<file path="src/rtl/sfz_pkg.sv">
// shared types and constants of the symmetric fir filter core
`default_nettype none

package sfz_pkg;

   localparam int COEF_WIDTH      = 18;
   localparam int FRAC_BITS       = 16;
   localparam int TAPS_WIDTH      = 3;
   localparam int POS_WIDTH       = 3;
   localparam int SEEN_WIDTH      = 4;
   localparam int CSR_INDEX_WIDTH = 3;
   localparam int QUEUE_DEPTH     = 2;

   localparam logic [SEEN_WIDTH-1:0]      SEEN_MAX         = 4'd15;
   localparam logic [CSR_INDEX_WIDTH-1:0] REG_NUM_COEFFS   = 3'd0;
   localparam logic [TAPS_WIDTH-1:0]      NUM_COEFFS_RESET = 3'd1;
   localparam logic [COEF_WIDTH-1:0]      COEF0_RESET      = 18'd65536;

   typedef struct packed {
      logic                  flush;
      logic                  emit;
      logic [TAPS_WIDTH-1:0] taps;
      logic [POS_WIDTH-1:0]  pos;
   } cmd_type;

   typedef enum logic [2:0] {
      BK_IDLE,
      BK_LOAD,
      BK_ALIGN,
      BK_MAC,
      BK_DRAIN,
      BK_OUT
   } bk_state_type;

endpackage

`default_nettype wire

</file>
<file path="src/rtl/sfz_front.sv">
// front end: accepts sample beats, counts the array and classifies each beat
`default_nettype none

module sfz_front import sfz_pkg::*; #(
   parameter int MAX_COEFFS   = 7,
   parameter int SAMPLE_WIDTH = 16
) (
   input  wire logic                    clock,
   input  wire logic                    reset,
   input  wire logic                    req_valid,
   output logic                         req_ready,
   input  wire logic [SAMPLE_WIDTH-1:0] req_sample_in,
   input  wire logic                    req_end_of_array,
   input  wire logic [TAPS_WIDTH-1:0]   num_coeffs,
   output logic                         push_valid,
   input  wire logic                    push_ready,
   output logic [SAMPLE_WIDTH-1:0]      push_sample,
   output cmd_type                      push_cmd
);

   localparam logic [TAPS_WIDTH-1:0] MAX_TAPS = TAPS_WIDTH'(MAX_COEFFS);

   logic [SEEN_WIDTH-1:0] seen_ff;
   logic [SEEN_WIDTH-1:0] seen_in;
   logic [SEEN_WIDTH-1:0] seen_inc;
   logic [SEEN_WIDTH-1:0] half_plus;
   logic [SEEN_WIDTH-1:0] flush_count;
   logic [TAPS_WIDTH-1:0] taps;
   logic [TAPS_WIDTH-1:0] half;
   logic                  accept;

   assign accept     = req_valid && push_ready;
   assign req_ready  = push_ready;
   assign push_valid = req_valid;
   assign push_sample = req_sample_in;

   always_comb begin
      seen_inc    = (seen_ff == SEEN_MAX) ? SEEN_MAX : seen_ff + 1'b1;
      taps        = (num_coeffs > MAX_TAPS) ? MAX_TAPS : num_coeffs;
      half        = (taps == '0) ? '0 : taps - 1'b1;
      half_plus   = {1'b0, half} + 1'b1;
      flush_count = (seen_inc < half_plus) ? seen_inc : half_plus;

      push_cmd.taps  = taps;
      push_cmd.flush = req_end_of_array;
      if (req_end_of_array) begin
         push_cmd.emit = 1'b1;
         push_cmd.pos  = POS_WIDTH'(flush_count - 1'b1);
      end else begin
         push_cmd.emit = seen_inc > {1'b0, half};
         push_cmd.pos  = POS_WIDTH'(half);
      end
   end

   always_comb begin
      seen_in = seen_ff;
      if (accept) begin
         seen_in = req_end_of_array ? '0 : seen_inc;
      end
   end

   always_ff @(posedge clock) begin
      if (reset) begin
         seen_ff <= '0;
      end else begin
         seen_ff <= seen_in;
      end
   end

endmodule

`default_nettype wire

</file>
<file path="src/rtl/sfz_cmd_fifo.sv">
// short queue of classified beats between front and back end
`default_nettype none

module sfz_cmd_fifo import sfz_pkg::*; #(
   parameter int WIDTH = 24
) (
   input  wire logic             clock,
   input  wire logic             reset,
   input  wire logic             in_valid,
   output logic                  in_ready,
   input  wire logic [WIDTH-1:0] in_data,
   output logic                  out_valid,
   input  wire logic             out_ready,
   output logic [WIDTH-1:0]      out_data
);

   localparam int PTR_W = (QUEUE_DEPTH > 1) ? $clog2(QUEUE_DEPTH) : 1;
   localparam int CNT_W = $clog2(QUEUE_DEPTH + 1);
   localparam logic [PTR_W-1:0] PTR_LAST = PTR_W'(QUEUE_DEPTH - 1);
   localparam logic [CNT_W-1:0] CNT_FULL = CNT_W'(QUEUE_DEPTH);

   logic [WIDTH-1:0] entry_ff [QUEUE_DEPTH];
   logic [PTR_W-1:0] wr_ptr_ff;
   logic [PTR_W-1:0] wr_ptr_in;
   logic [PTR_W-1:0] rd_ptr_ff;
   logic [PTR_W-1:0] rd_ptr_in;
   logic [CNT_W-1:0] count_ff;
   logic [CNT_W-1:0] count_in;
   logic             push;
   logic             pop;

   assign in_ready  = count_ff != CNT_FULL;
   assign out_valid = count_ff != '0;
   assign out_data  = entry_ff[rd_ptr_ff];
   assign push      = in_valid && in_ready;
   assign pop       = out_valid && out_ready;

   always_comb begin
      wr_ptr_in = wr_ptr_ff;
      rd_ptr_in = rd_ptr_ff;
      if (push) begin
         wr_ptr_in = (wr_ptr_ff == PTR_LAST) ? '0 : wr_ptr_ff + 1'b1;
      end
      if (pop) begin
         rd_ptr_in = (rd_ptr_ff == PTR_LAST) ? '0 : rd_ptr_ff + 1'b1;
      end
      unique case ({push, pop})
         2'b10:   count_in = count_ff + 1'b1;
         2'b01:   count_in = count_ff - 1'b1;
         default: count_in = count_ff;
      endcase
   end

   always_ff @(posedge clock) begin
      if (reset) begin
         wr_ptr_ff <= '0;
         rd_ptr_ff <= '0;
         count_ff  <= '0;
      end else begin
         wr_ptr_ff <= wr_ptr_in;
         rd_ptr_ff <= rd_ptr_in;
         count_ff  <= count_in;
      end
      if (push) begin
         entry_ff[wr_ptr_ff] <= in_data;
      end
   end

endmodule

`default_nettype wire

</file>
<file path="src/rtl/sfz_back.sv">
// back end: sample window, tap lines, multiply-accumulate and output register
`default_nettype none

module sfz_back import sfz_pkg::*; #(
   parameter int MAX_COEFFS   = 7,
   parameter int SAMPLE_WIDTH = 16
) (
   input  wire logic                                  clock,
   input  wire logic                                  reset,
   input  wire logic                                  q_valid,
   output logic                                       q_ready,
   input  wire logic [SAMPLE_WIDTH-1:0]               q_sample,
   input  wire cmd_type                               q_cmd,
   input  wire logic [MAX_COEFFS-1:0][COEF_WIDTH-1:0] coefs,
   output logic                                       rsp_valid,
   input  wire logic                                  rsp_ready,
   output logic [SAMPLE_WIDTH-1:0]                    rsp_sample_out,
   output logic                                       rsp_last_out
);

   localparam int SW     = SAMPLE_WIDTH;
   localparam int CTR    = MAX_COEFFS - 1;
   localparam int WIN    = 2 * MAX_COEFFS - 1;
   localparam int LINE   = MAX_COEFFS;
   localparam int IDX_W  = (MAX_COEFFS > 1) ? $clog2(MAX_COEFFS) : 1;
   localparam int OPW    = SW + 1;
   localparam int PRODW  = COEF_WIDTH + OPW;
   localparam int ACCW   = PRODW + 3;
   localparam int RW     = ACCW - FRAC_BITS;
   localparam logic [POS_WIDTH-1:0] CTR_POS = POS_WIDTH'(CTR);
   localparam logic signed [ACCW-1:0] RND_HALF =
      {{(ACCW - FRAC_BITS){1'b0}}, 1'b1, {(FRAC_BITS - 1){1'b0}}};
   localparam logic signed [RW-1:0] SAT_HI = {{(RW - SW + 1){1'b0}}, {(SW - 1){1'b1}}};
   localparam logic signed [RW-1:0] SAT_LO = {{(RW - SW + 1){1'b1}}, {(SW - 1){1'b0}}};

   bk_state_type state_ff;
   bk_state_type state_in;

   logic signed [SW-1:0]    win_ff [WIN];
   logic signed [SW-1:0]    win_in [WIN];
   logic signed [SW-1:0]    lft_ff [LINE];
   logic signed [SW-1:0]    lft_in [LINE];
   logic signed [SW-1:0]    rgt_ff [LINE];
   logic signed [SW-1:0]    rgt_in [LINE];
   logic [SW-1:0]           hold_ff;
   logic [SW-1:0]           hold_in;
   logic                    flush_ff;
   logic                    flush_in;
   logic [TAPS_WIDTH-1:0]   taps_ff;
   logic [TAPS_WIDTH-1:0]   taps_in;
   logic [POS_WIDTH-1:0]    pos_ff;
   logic [POS_WIDTH-1:0]    pos_in;
   logic [POS_WIDTH-1:0]    align_ff;
   logic [POS_WIDTH-1:0]    align_in;
   logic [IDX_W-1:0]        tap_ff;
   logic [IDX_W-1:0]        tap_in;
   logic signed [PRODW-1:0] prod_ff;
   logic signed [PRODW-1:0] prod_in;
   logic                    prod_vld_ff;
   logic                    prod_vld_in;
   logic signed [ACCW-1:0]  acc_ff;
   logic signed [ACCW-1:0]  acc_in;
   logic                    rsp_valid_ff;
   logic                    rsp_valid_in;
   logic [SW-1:0]           rsp_sample_ff;
   logic [SW-1:0]           rsp_sample_in;
   logic                    rsp_last_ff;
   logic                    rsp_last_in;

   logic                    out_free;
   logic                    last_tap;
   logic signed [OPW-1:0]   mul_op;
   logic signed [COEF_WIDTH-1:0] coef_sel;
   logic signed [ACCW-1:0]  prod_ext;
   logic signed [ACCW-1:0]  rnd_sum;
   logic signed [RW-1:0]    rnd_q;
   logic [SW-1:0]           sat_val;

   assign q_ready        = state_ff == BK_IDLE;
   assign out_free       = !rsp_valid_ff || rsp_ready;
   assign last_tap       = TAPS_WIDTH'(tap_ff) == taps_ff - 1'b1;
   assign rsp_valid      = rsp_valid_ff;
   assign rsp_sample_out = rsp_sample_ff;
   assign rsp_last_out   = rsp_last_ff;

   assign coef_sel = $signed(coefs[tap_ff]);
   assign mul_op   = (tap_ff == '0) ? {lft_ff[0][SW-1], lft_ff[0]} :
                     {lft_ff[0][SW-1], lft_ff[0]} + {rgt_ff[0][SW-1], rgt_ff[0]};
   assign prod_ext = {{(ACCW - PRODW){prod_ff[PRODW-1]}}, prod_ff};
   assign rnd_sum  = acc_ff + RND_HALF;
   assign rnd_q    = rnd_sum[ACCW-1:FRAC_BITS];

   always_comb begin
      if (rnd_q > SAT_HI) begin
         sat_val = SAT_HI[SW-1:0];
      end else if (rnd_q < SAT_LO) begin
         sat_val = SAT_LO[SW-1:0];
      end else begin
         sat_val = rnd_q[SW-1:0];
      end
   end

   always_comb begin
      state_in = state_ff;
      unique case (state_ff)
         BK_IDLE: begin
            if (q_valid && q_cmd.emit) begin
               state_in = (q_cmd.taps == '0) ? BK_OUT : BK_LOAD;
            end
         end
         BK_LOAD:  state_in = BK_ALIGN;
         BK_ALIGN: begin
            if (align_ff == '0) begin
               state_in = BK_MAC;
            end
         end
         BK_MAC: begin
            if (last_tap) begin
               state_in = BK_DRAIN;
            end
         end
         BK_DRAIN: state_in = BK_OUT;
         BK_OUT: begin
            if (out_free) begin
               state_in = (flush_ff && pos_ff != '0) ? BK_LOAD : BK_IDLE;
            end
         end
         default:  state_in = BK_IDLE;
      endcase
   end

   always_comb begin
      win_in        = win_ff;
      lft_in        = lft_ff;
      rgt_in        = rgt_ff;
      hold_in       = hold_ff;
      flush_in      = flush_ff;
      taps_in       = taps_ff;
      pos_in        = pos_ff;
      align_in      = align_ff;
      tap_in        = tap_ff;
      prod_in       = prod_ff;
      prod_vld_in   = prod_vld_ff;
      acc_in        = acc_ff;
      rsp_valid_in  = rsp_valid_ff && !rsp_ready;
      rsp_sample_in = rsp_sample_ff;
      rsp_last_in   = rsp_last_ff;
      unique case (state_ff)
         BK_IDLE: begin
            if (q_valid) begin
               win_in[0] = $signed(q_sample);
               for (int k = 1; k < WIN; k++) begin
                  win_in[k] = win_ff[k-1];
               end
               hold_in  = q_sample;
               flush_in = q_cmd.flush;
               taps_in  = q_cmd.taps;
               pos_in   = q_cmd.pos;
            end
         end
         BK_LOAD: begin
            for (int k = 0; k < LINE; k++) begin
               lft_in[k] = win_ff[CTR+k];
               rgt_in[k] = win_ff[CTR-k];
            end
            align_in    = CTR_POS - pos_ff;
            tap_in      = '0;
            acc_in      = '0;
            prod_vld_in = 1'b0;
         end
         BK_ALIGN: begin
            // move the centre one sample toward the newest end
            if (align_ff != '0) begin
               for (int k = 0; k < LINE; k++) begin
                  if (k < CTR) begin
                     rgt_in[k] = rgt_ff[k+1];
                  end else begin
                     rgt_in[k] = '0;
                  end
                  if (k > 0) begin
                     lft_in[k] = lft_ff[k-1];
                  end
               end
               lft_in[0] = rgt_in[0];
               align_in  = align_ff - 1'b1;
            end
         end
         BK_MAC: begin
            prod_in     = coef_sel * mul_op;
            prod_vld_in = 1'b1;
            if (prod_vld_ff) begin
               acc_in = acc_ff + prod_ext;
            end
            for (int k = 0; k < LINE; k++) begin
               if (k < CTR) begin
                  lft_in[k] = lft_ff[k+1];
                  rgt_in[k] = rgt_ff[k+1];
               end else begin
                  lft_in[k] = '0;
                  rgt_in[k] = '0;
               end
            end
            tap_in = tap_ff + 1'b1;
         end
         BK_DRAIN: begin
            acc_in = acc_ff + prod_ext;
         end
         BK_OUT: begin
            if (out_free) begin
               rsp_valid_in  = 1'b1;
               rsp_sample_in = (taps_ff == '0) ? hold_ff : sat_val;
               rsp_last_in   = flush_ff && pos_ff == '0;
               if (flush_ff && pos_ff != '0) begin
                  pos_in = pos_ff - 1'b1;
               end else if (flush_ff) begin
                  for (int k = 0; k < WIN; k++) begin
                     win_in[k] = '0;
                  end
               end
            end
         end
         default: begin
         end
      endcase
   end

   always_ff @(posedge clock) begin
      if (reset) begin
         state_ff     <= BK_IDLE;
         prod_vld_ff  <= 1'b0;
         rsp_valid_ff <= 1'b0;
         for (int k = 0; k < WIN; k++) begin
            win_ff[k] <= '0;
         end
      end else begin
         state_ff     <= state_in;
         prod_vld_ff  <= prod_vld_in;
         rsp_valid_ff <= rsp_valid_in;
         win_ff       <= win_in;
      end
      lft_ff        <= lft_in;
      rgt_ff        <= rgt_in;
      hold_ff       <= hold_in;
      flush_ff      <= flush_in;
      taps_ff       <= taps_in;
      pos_ff        <= pos_in;
      align_ff      <= align_in;
      tap_ff        <= tap_in;
      prod_ff       <= prod_in;
      acc_ff        <= acc_in;
      rsp_sample_ff <= rsp_sample_in;
      rsp_last_ff   <= rsp_last_in;
   end

endmodule

`default_nettype wire

</file>
<file path="src/rtl/symmetric_fir_zero_edge_filter_core.sv">
// top level: control registers, front end, command queue and back end
// a beat with a result passes the queue and back end states LOAD, ALIGN, MAC, DRAIN and OUT,
// ALIGN moves the centre to position p and MAC runs n taps; with no taps IDLE goes to OUT
// the back end takes a beat with no result in IDLE, else it takes no beat until back in IDLE
// a last beat gives min(seen, n) results (one with no taps), each through LOAD to OUT in turn
// synchronous reset clears the window, counters, queue and output, and loads register defaults
`default_nettype none

module symmetric_fir_zero_edge_filter_core import sfz_pkg::*; #(
   parameter int MAX_COEFFS   = 7,
   parameter int SAMPLE_WIDTH = 16
) (
   input  wire logic                       clock,
   input  wire logic                       reset,
   input  wire logic                       req_valid,
   output logic                            req_ready,
   input  wire logic [SAMPLE_WIDTH-1:0]    req_sample_in,
   input  wire logic                       req_end_of_array,
   output logic                            rsp_valid,
   input  wire logic                       rsp_ready,
   output logic [SAMPLE_WIDTH-1:0]         rsp_sample_out,
   output logic                            rsp_last_out,
   input  wire logic                       csr_we,
   input  wire logic [CSR_INDEX_WIDTH-1:0] csr_index,
   input  wire logic [COEF_WIDTH-1:0]      csr_wdata
);

   localparam int QW = SAMPLE_WIDTH + $bits(cmd_type);

   logic [TAPS_WIDTH-1:0]                 num_coeffs_ff;
   logic [TAPS_WIDTH-1:0]                 num_coeffs_in;
   logic [MAX_COEFFS-1:0][COEF_WIDTH-1:0] coef_ff;
   logic [MAX_COEFFS-1:0][COEF_WIDTH-1:0] coef_in;

   logic                    push_valid;
   logic                    push_ready;
   logic [SAMPLE_WIDTH-1:0] push_sample;
   cmd_type                 push_cmd;
   logic                    q_valid;
   logic                    q_ready;
   logic [QW-1:0]           q_data;
   cmd_type                 q_cmd;

   assign q_cmd = q_data[$bits(cmd_type)-1:0];

   always_comb begin
      num_coeffs_in = num_coeffs_ff;
      coef_in       = coef_ff;
      if (csr_we && csr_index == REG_NUM_COEFFS) begin
         num_coeffs_in = csr_wdata[TAPS_WIDTH-1:0];
      end
      for (int k = 0; k < MAX_COEFFS; k++) begin
         if (csr_we && csr_index == CSR_INDEX_WIDTH'(k + 1)) begin
            coef_in[k] = csr_wdata;
         end
      end
   end

   always_ff @(posedge clock) begin
      if (reset) begin
         num_coeffs_ff <= NUM_COEFFS_RESET;
         for (int k = 0; k < MAX_COEFFS; k++) begin
            coef_ff[k] <= (k == 0) ? COEF0_RESET : '0;
         end
      end else begin
         num_coeffs_ff <= num_coeffs_in;
         coef_ff       <= coef_in;
      end
   end

   sfz_front #(
      .MAX_COEFFS   (MAX_COEFFS),
      .SAMPLE_WIDTH (SAMPLE_WIDTH)
   ) u_front (
      .clock            (clock),
      .reset            (reset),
      .req_valid        (req_valid),
      .req_ready        (req_ready),
      .req_sample_in    (req_sample_in),
      .req_end_of_array (req_end_of_array),
      .num_coeffs       (num_coeffs_ff),
      .push_valid       (push_valid),
      .push_ready       (push_ready),
      .push_sample      (push_sample),
      .push_cmd         (push_cmd)
   );

   sfz_cmd_fifo #(
      .WIDTH (QW)
   ) u_queue (
      .clock     (clock),
      .reset     (reset),
      .in_valid  (push_valid),
      .in_ready  (push_ready),
      .in_data   ({push_sample, push_cmd}),
      .out_valid (q_valid),
      .out_ready (q_ready),
      .out_data  (q_data)
   );

   sfz_back #(
      .MAX_COEFFS   (MAX_COEFFS),
      .SAMPLE_WIDTH (SAMPLE_WIDTH)
   ) u_back (
      .clock          (clock),
      .reset          (reset),
      .q_valid        (q_valid),
      .q_ready        (q_ready),
      .q_sample       (q_data[QW-1:$bits(cmd_type)]),
      .q_cmd          (q_cmd),
      .coefs          (coef_ff),
      .rsp_valid      (rsp_valid),
      .rsp_ready      (rsp_ready),
      .rsp_sample_out (rsp_sample_out),
      .rsp_last_out   (rsp_last_out)
   );

endmodule

`default_nettype wire

</file>
<file path="config.mk">
export PLATFORM = sky130hd
export DESIGN_NAME = symmetric_fir_zero_edge_filter_core
export DESIGN_NICKNAME = d
export VERILOG_FILES = /design/src/rtl/sfz_pkg.sv /design/src/rtl/sfz_front.sv /design/src/rtl/sfz_cmd_fifo.sv /design/src/rtl/sfz_back.sv /design/src/rtl/symmetric_fir_zero_edge_filter_core.sv
export SDC_FILE = /design/constraint.sdc
export NUM_CORES = 2
export LEC_CHECK = 0
export BUFFER_PORTS_ARGS = -buffer_cell sky130_fd_sc_hd__clkbuf_2
export CAP_MARGIN = 20
export CORE_UTILIZATION = 40
export CTS_CLUSTER_SIZE = 20
export DETAILED_ROUTE_END_ITERATION = 12
export HOLD_SLACK_MARGIN = 0.1
export PLACE_DENSITY = 0.65
export SYNTH_ARGS = -nofsm -noshare
export SYNTH_HDL_FRONTEND = slang
export SYNTH_SLANG_ARGS = --single-unit
</file>
<file path="constraint.sdc">
create_clock -name clock -period 17.65 [get_ports clock]
set_input_delay 0.8825 -clock clock [delete_from_list [all_inputs] [get_ports clock]]
set_output_delay 0.8825 -clock clock [all_outputs]
set_load 0.05 [all_outputs]
</file>
# After elaboration in Yosys (flattened, before gate mapping)
# Memory sizes are Yosys's and may differ from the RTL's. A register that Yosys moved wholly into a read port is not among the register bits.
# Cells that the tools add are included.
# op_classes
add_sub_neg	16
n_mul	1
order_cmp	6
eq_ne	27
mux	48
reduce_logical	42
# op_table
cell	count
208-bit 2-to-1 mux	4
112-bit one-hot mux with 3 select lines	2
208-bit one-hot mux with 2 select lines	1
112-bit 2-to-1 mux	2
38-bit one-hot mux with 3 select lines	1
18-bit binary-select mux with 3-bit select	1
16-bit 2-to-1 mux	3
3-bit 2-to-1 mux	13
38-bit by 17-bit adder with 38-bit output, second input constant	1
38-bit by 35-bit adder with 38-bit output	1
38-bit 2-to-1 mux	1
18-bit by 17-bit multiplier with 35-bit output	1
3-bit zero test	8
22-bit by 16-bit greater-than comparator with 1-bit output, second input constant	1
22-bit by 16-bit < comparator with 1-bit output, second input constant	1
3-bit == test, second input constant	6
18-bit 2-to-1 mux	1
2-bit by 1-bit != test with 1-bit output, second input constant	9
3-bit one-hot mux with 2 select lines	3
3-bit one-hot mux with 6 select lines	1
16-bit by 16-bit adder with 17-bit output	1
17-bit 2-to-1 mux	1
3-bit by 1-bit subtractor with 3-bit output, second input constant	5
1-bit logical AND	14
29 further kinds	58
# word_totals
register_bits	693
ram_bits	48
input_bits	43
out_inout_bits	19
n_memories	1
# mem_list
name	depth	word_bits	rd	rd_clocked_by_memory_dff	wr	line	text
u_queue.entry_ff	2	24	1	1	1	sfz_cmd_fifo.sv:22	logic [WIDTH-1:0] entry_ff [QUEUE_DEPTH];

# Logic depth before layout (Yosys ltp)
# depth
depth_word	9
ltp_mapped	32
mapped_depth_nobuf	30

# Modules after synthesis
# From an unflattened synthesis, not the netlist that was laid out.
# unflattened
cells_unflattened	4569
hier_area_um2	44996.9
# by_module_without_submodules
module	n_inst	cells_per_inst	area_each_um2	seq_area_each_um2
sfz_back	1	3927	37265.7	14564.0
symmetric_fir_zero_edge_filter_core	1	455	5104.9	2582.5
sfz_cmd_fifo	1	99	1949.4	1541.5
sfz_front	1	88	676.9	80.1

# Worst setup path before layout
# Ideal clock, no wire load.
# synth_timing
kind	register -> register
startpoint	reg u_back.state_ff[1]
endpoint	reg u_back.lft_ff[0] (netlist bit), enable pin
arrival_ns	16.361
required_ns	16.532
slack_ns	0.171
path_stages_with_launch	4
path_buffers	1
period_less_slack_ns	17.479
path_cell_list	dfxtp_1 > clkbuf_1 > nand2_1 > o21ai_0
# synth_via
elab_chain_cells	3
# synth_rtl
item	line	text
start, declared	sfz_back.sv:36	bk_state_type state_ff;
start signal, assigned	sfz_back.sv:236	state_ff <= state_in;
3-bit by 2-bit == test with 1-bit output or 3-bit by 1-bit == test with 1-bit output (tied branches)	sfz_back.sv:148	unique case (state_ff)
2-bit by 1-bit != test with 1-bit output (no source line) or 3-bit nonzero test (tied branches)	--	
2-bit AND reduction (no source line) *	--	
end signal, assigned	sfz_back.sv:241	lft_ff <= lft_in;
end, declared	sfz_back.sv:41	logic signed [SW-1:0] lft_ff [LINE];
# Every way passes the cells marked *; elsewhere a longest branch is shown, timed or not.
# A chain may end at the register's enable or synchronous reset.

# Worst setup path in the final report
# layout_timing
startpoint	reg u_back.lft_ff[96] (netlist bit)
endpoint	reg u_back.prod_ff[31], data pin
# layout_via
elab_chain_cells	3
# layout_rtl
item	line	text
16-bit by 16-bit adder with 17-bit output	sfz_back.sv:88	{lft_ff[0][SW-1], lft_ff[0]} + {rgt_ff[0][SW-1], rgt_ff[0]};
17-bit 2-to-1 mux *	sfz_back.sv:87	assign mul_op = (tap_ff == '0) ? {lft_ff[0][SW-1], lft_ff[0]} :
18-bit by 17-bit multiplier with 35-bit output *	sfz_back.sv:189	prod_in = coef_sel * mul_op;
end signal, assigned	sfz_back.sv:249	prod_ff <= prod_in;
end, declared	sfz_back.sv:57	logic signed [PRODW-1:0] prod_ff;
# Marked as above.

==> run summary <==
largest net degree at the start of global routing: 144
Max-slew headroom: 0.233
Initial Util: 0.404
via count: 31606
status: finished clean
initial antenna violation count: 1
min Tclk post-route: 9160 ps
cell family with most CP delay: adder cells
Mapped Area: 44000 µm²
Root Buffer: clkbuf_16
final setup violation count: 0
Worst VDD drop: 186 µV
Fin Setup TNS: 0 ps
gr ovfl total: 0
Leak: 19.5 nW
top cell type by total area after synthesis: edfxtp_1
Critical-path top delay cell: nor3_4
I/O pin total: 62
number of clock buffers inserted by TritonCTS: 80
vias per cell: 5.34
PD cells: 198 nW/µm²
Fmax achieved: 109 MHz
share of the synthesized area in the top cell type: 0.267
Die Span Y: 334 µm
DP Wirelength: 72600 µm
CP Capture Type: flop
Area Overhead vs Synth: 9.59%
Clk pwr share: 0.169
# DRC: 0
Core ar.: 109000 µm²
Combinational Power Share: 0.553
CP dominant cell by count: fa_1
CP Launch Type: flop
Site Rows: 121
WL met3: 5430 µm
Seq pwr share: 0.278
DR iter-0 viols: 2711
Ant. Diodes: 0
top_reg_cell synth: edfxtp_1
DR top layer: met5
Switching Share: 0.456
maximum buffer depth of the clock tree: 3
layout cells sized above 1: 0.0732
Synth cell types: 78
Post-CTS Setup Inserts: 0
most frequent cell after synthesis: nand2_1
EDFF count, synth: 391
# resized after CTS: 0
WP buf/inv: 3
worst-skew pair later-pin latency: 640 ps
final clock skew: 38.6 ps
vias in the first global route: 30916
Hold-fix buffers, CTS: 0
Max stage delay on crit path: 690 ps
Mapped Cells: 4490
CTS clk-pin slew, worst paths: 60 ps
CTS tree: done
Post-synth top cells: nand2_1 (899), nor2_1 (434), edfxtp_1 (391)
gpl congestion: 0.883
Sink Count: 742
Crit path arrival time: 9640 ps
Tcrit/Tclk final: 0.519
Worst Hold Class: primary input to flop
WS Path Type: flop to flop
Crit Path Max Fanout: 19
Post-synth ARST share: 0
met2 wire len: 50600 µm
Net Switching: 4.35 mW
Global Route Usage Sum: 0.191
Synth Area per Inst: 9.81 µm²
Hold Fails Final Rpt: 0
P_int: 5.20 mW
flops & latches, synth: 742
Max Cap Violations: 0
yosys warns: 0
wl on met1: 48200 µm
Total Wirelength: 107000 µm
Worst-Margin Slew: 1120 ps
Syn Nets: 5006
Routed Antenna Nets: 0
drt wl/cell: 18.0 µm
IO buf count: 61
CP Data Required Time: 18130 ps
Final Max Slew Viols: 0
Final #Nets: 4955
Area contributors post-synth: edfxtp_1 (27%), dfxtp_1 (16%), fa_1 (14%), nand2_1 (7.7%), ha_1 (4.5%)
Core Util, Final: 0.443
DRT Pass-1 Iters: 6
first-pass GRT wire length: 171000 µm
die width: 334 µm
H-tree Lvls: 3
die footprint: 111000 µm²
sequential-to-total area share from yosys stat: 0.426
RSZ-0062 raised after global routing: false
[metrics by stage]
stage / power (mW) / setup WS (ps) / hold WS [ps] / cells / cell area [µm²]
after detailed placement: 7.89 / 8610 / 446 / 5767 / 45600
after global placement: 7.85 / 8680 / 439 / 5766 / 45600
final: 9.55 / 8490 / 427 / 5921 / 48300
after floorplan: 6.51 / 171 / 433 / 4490 / 44000
after global routing: 10.2 / 8010 / 401 / 5921 / 48300
after CTS: 9.57 / 8560 / 395 / 5917 / 48200
[area by class of cell]
class	count	area (µm²)
well taps	1414	1770
multi-input cells	3127	23000
clock inverters	24	219
fillers	10311	60700
clock buffers	126	2340
flip-flops and latches	742	18800
inverters	378	1420
repair buffers	110	731
[kinds of logic after synthesis]
logic type,share of synthesized area
and+or+nand+nor,0.150
AOI/OAI and AO/OA,0.114
DFF,0.426
buffers and inverters,0.0535
adders and majority gates,0.188
muxes,0.0505
xor gates and xnor gates,0.0177
other,0.0000852
[worst paths after layout]
check / from / slack (ps) / depth (start not counted) / end
worst min-delay path: req_sample_in[5] / 430 / 1 / u_queue.entry_ff[0][13]
worst min register to register: coef_ff[49] / 450 / 2 / coef_ff[49]
worst max register to register: u_back.lft_ff[96] / 8490 / 28 / u_back.prod_ff[31]
worst max-delay path: u_back.lft_ff[96] / 8490 / 28 / u_back.prod_ff[31]
[routing by layer]
layer / track usage / up-vias
met2: 0.312 / 788
met5: 0 / -
li1: - / 15046
met3: 0.0285 / 147
met4: 0.0460 / 2
met1: 0.266 / 15623
[power groups by stage]
stage	clock [mW]	sequential [mW]	combinational (mW)
final	1.61	2.66	5.28
after floorplan	0	2.75	3.76
after global routing	1.71	2.70	5.84
after global placement	0	2.68	5.17
after detailed placement	0	2.69	5.20
after CTS	1.64	2.66	5.26
[sequential cells by signal, indices dropped and copies added (netlist names), 4 cells and up, named ones only]
| signal | flops |
|---|---|
| coef_ff | 126 |
| u_back.acc_ff | 38 |
| u_back.hold_ff | 16 |
| u_back.lft_ff | 112 |
| u_back.prod_ff | 35 |
| u_back.rgt_ff | 112 |
| u_back.rsp_sample_out | 16 |
| u_back.win_ff | 208 |
| u_front.seen_ff | 4 |
| u_queue.entry_ff | 48 |
[layout by cell type (no fill, tap or decap), drive strengths merged, types with 11 or more instances in the layout]
cell | synthesis | final
a22oi | 212 | 212
inv | 378 | 382
nand4 | 12 | 12
a22o | 17 | 17
mux4 | 18 | 18
a31oi | 32 | 32
edfxtp | 391 | 391
nand2b | 38 | 38
a211oi | 12 | 12
a21o | 29 | 29
o21a | 14 | 14
nor2b | 22 | 22
nor3b | 11 | 11
a21oi | 212 | 212
clkbuf | 203 | 186
nand3 | 27 | 27
nor3 | 33 | 33
o21ai | 173 | 173
and3 | 17 | 17
buf | 40 | 50
mux2 | 39 | 39
ha | 160 | 160
and2 | 46 | 46
nor2 | 434 | 434
xor2 | 27 | 27
dfxtp | 351 | 351
mux2i | 138 | 138
nand2 | 899 | 899
clkinv | 0 | 20
xnor2 | 62 | 62
fa | 313 | 313
Note: power is estimated with default switching activity, not from simulation.
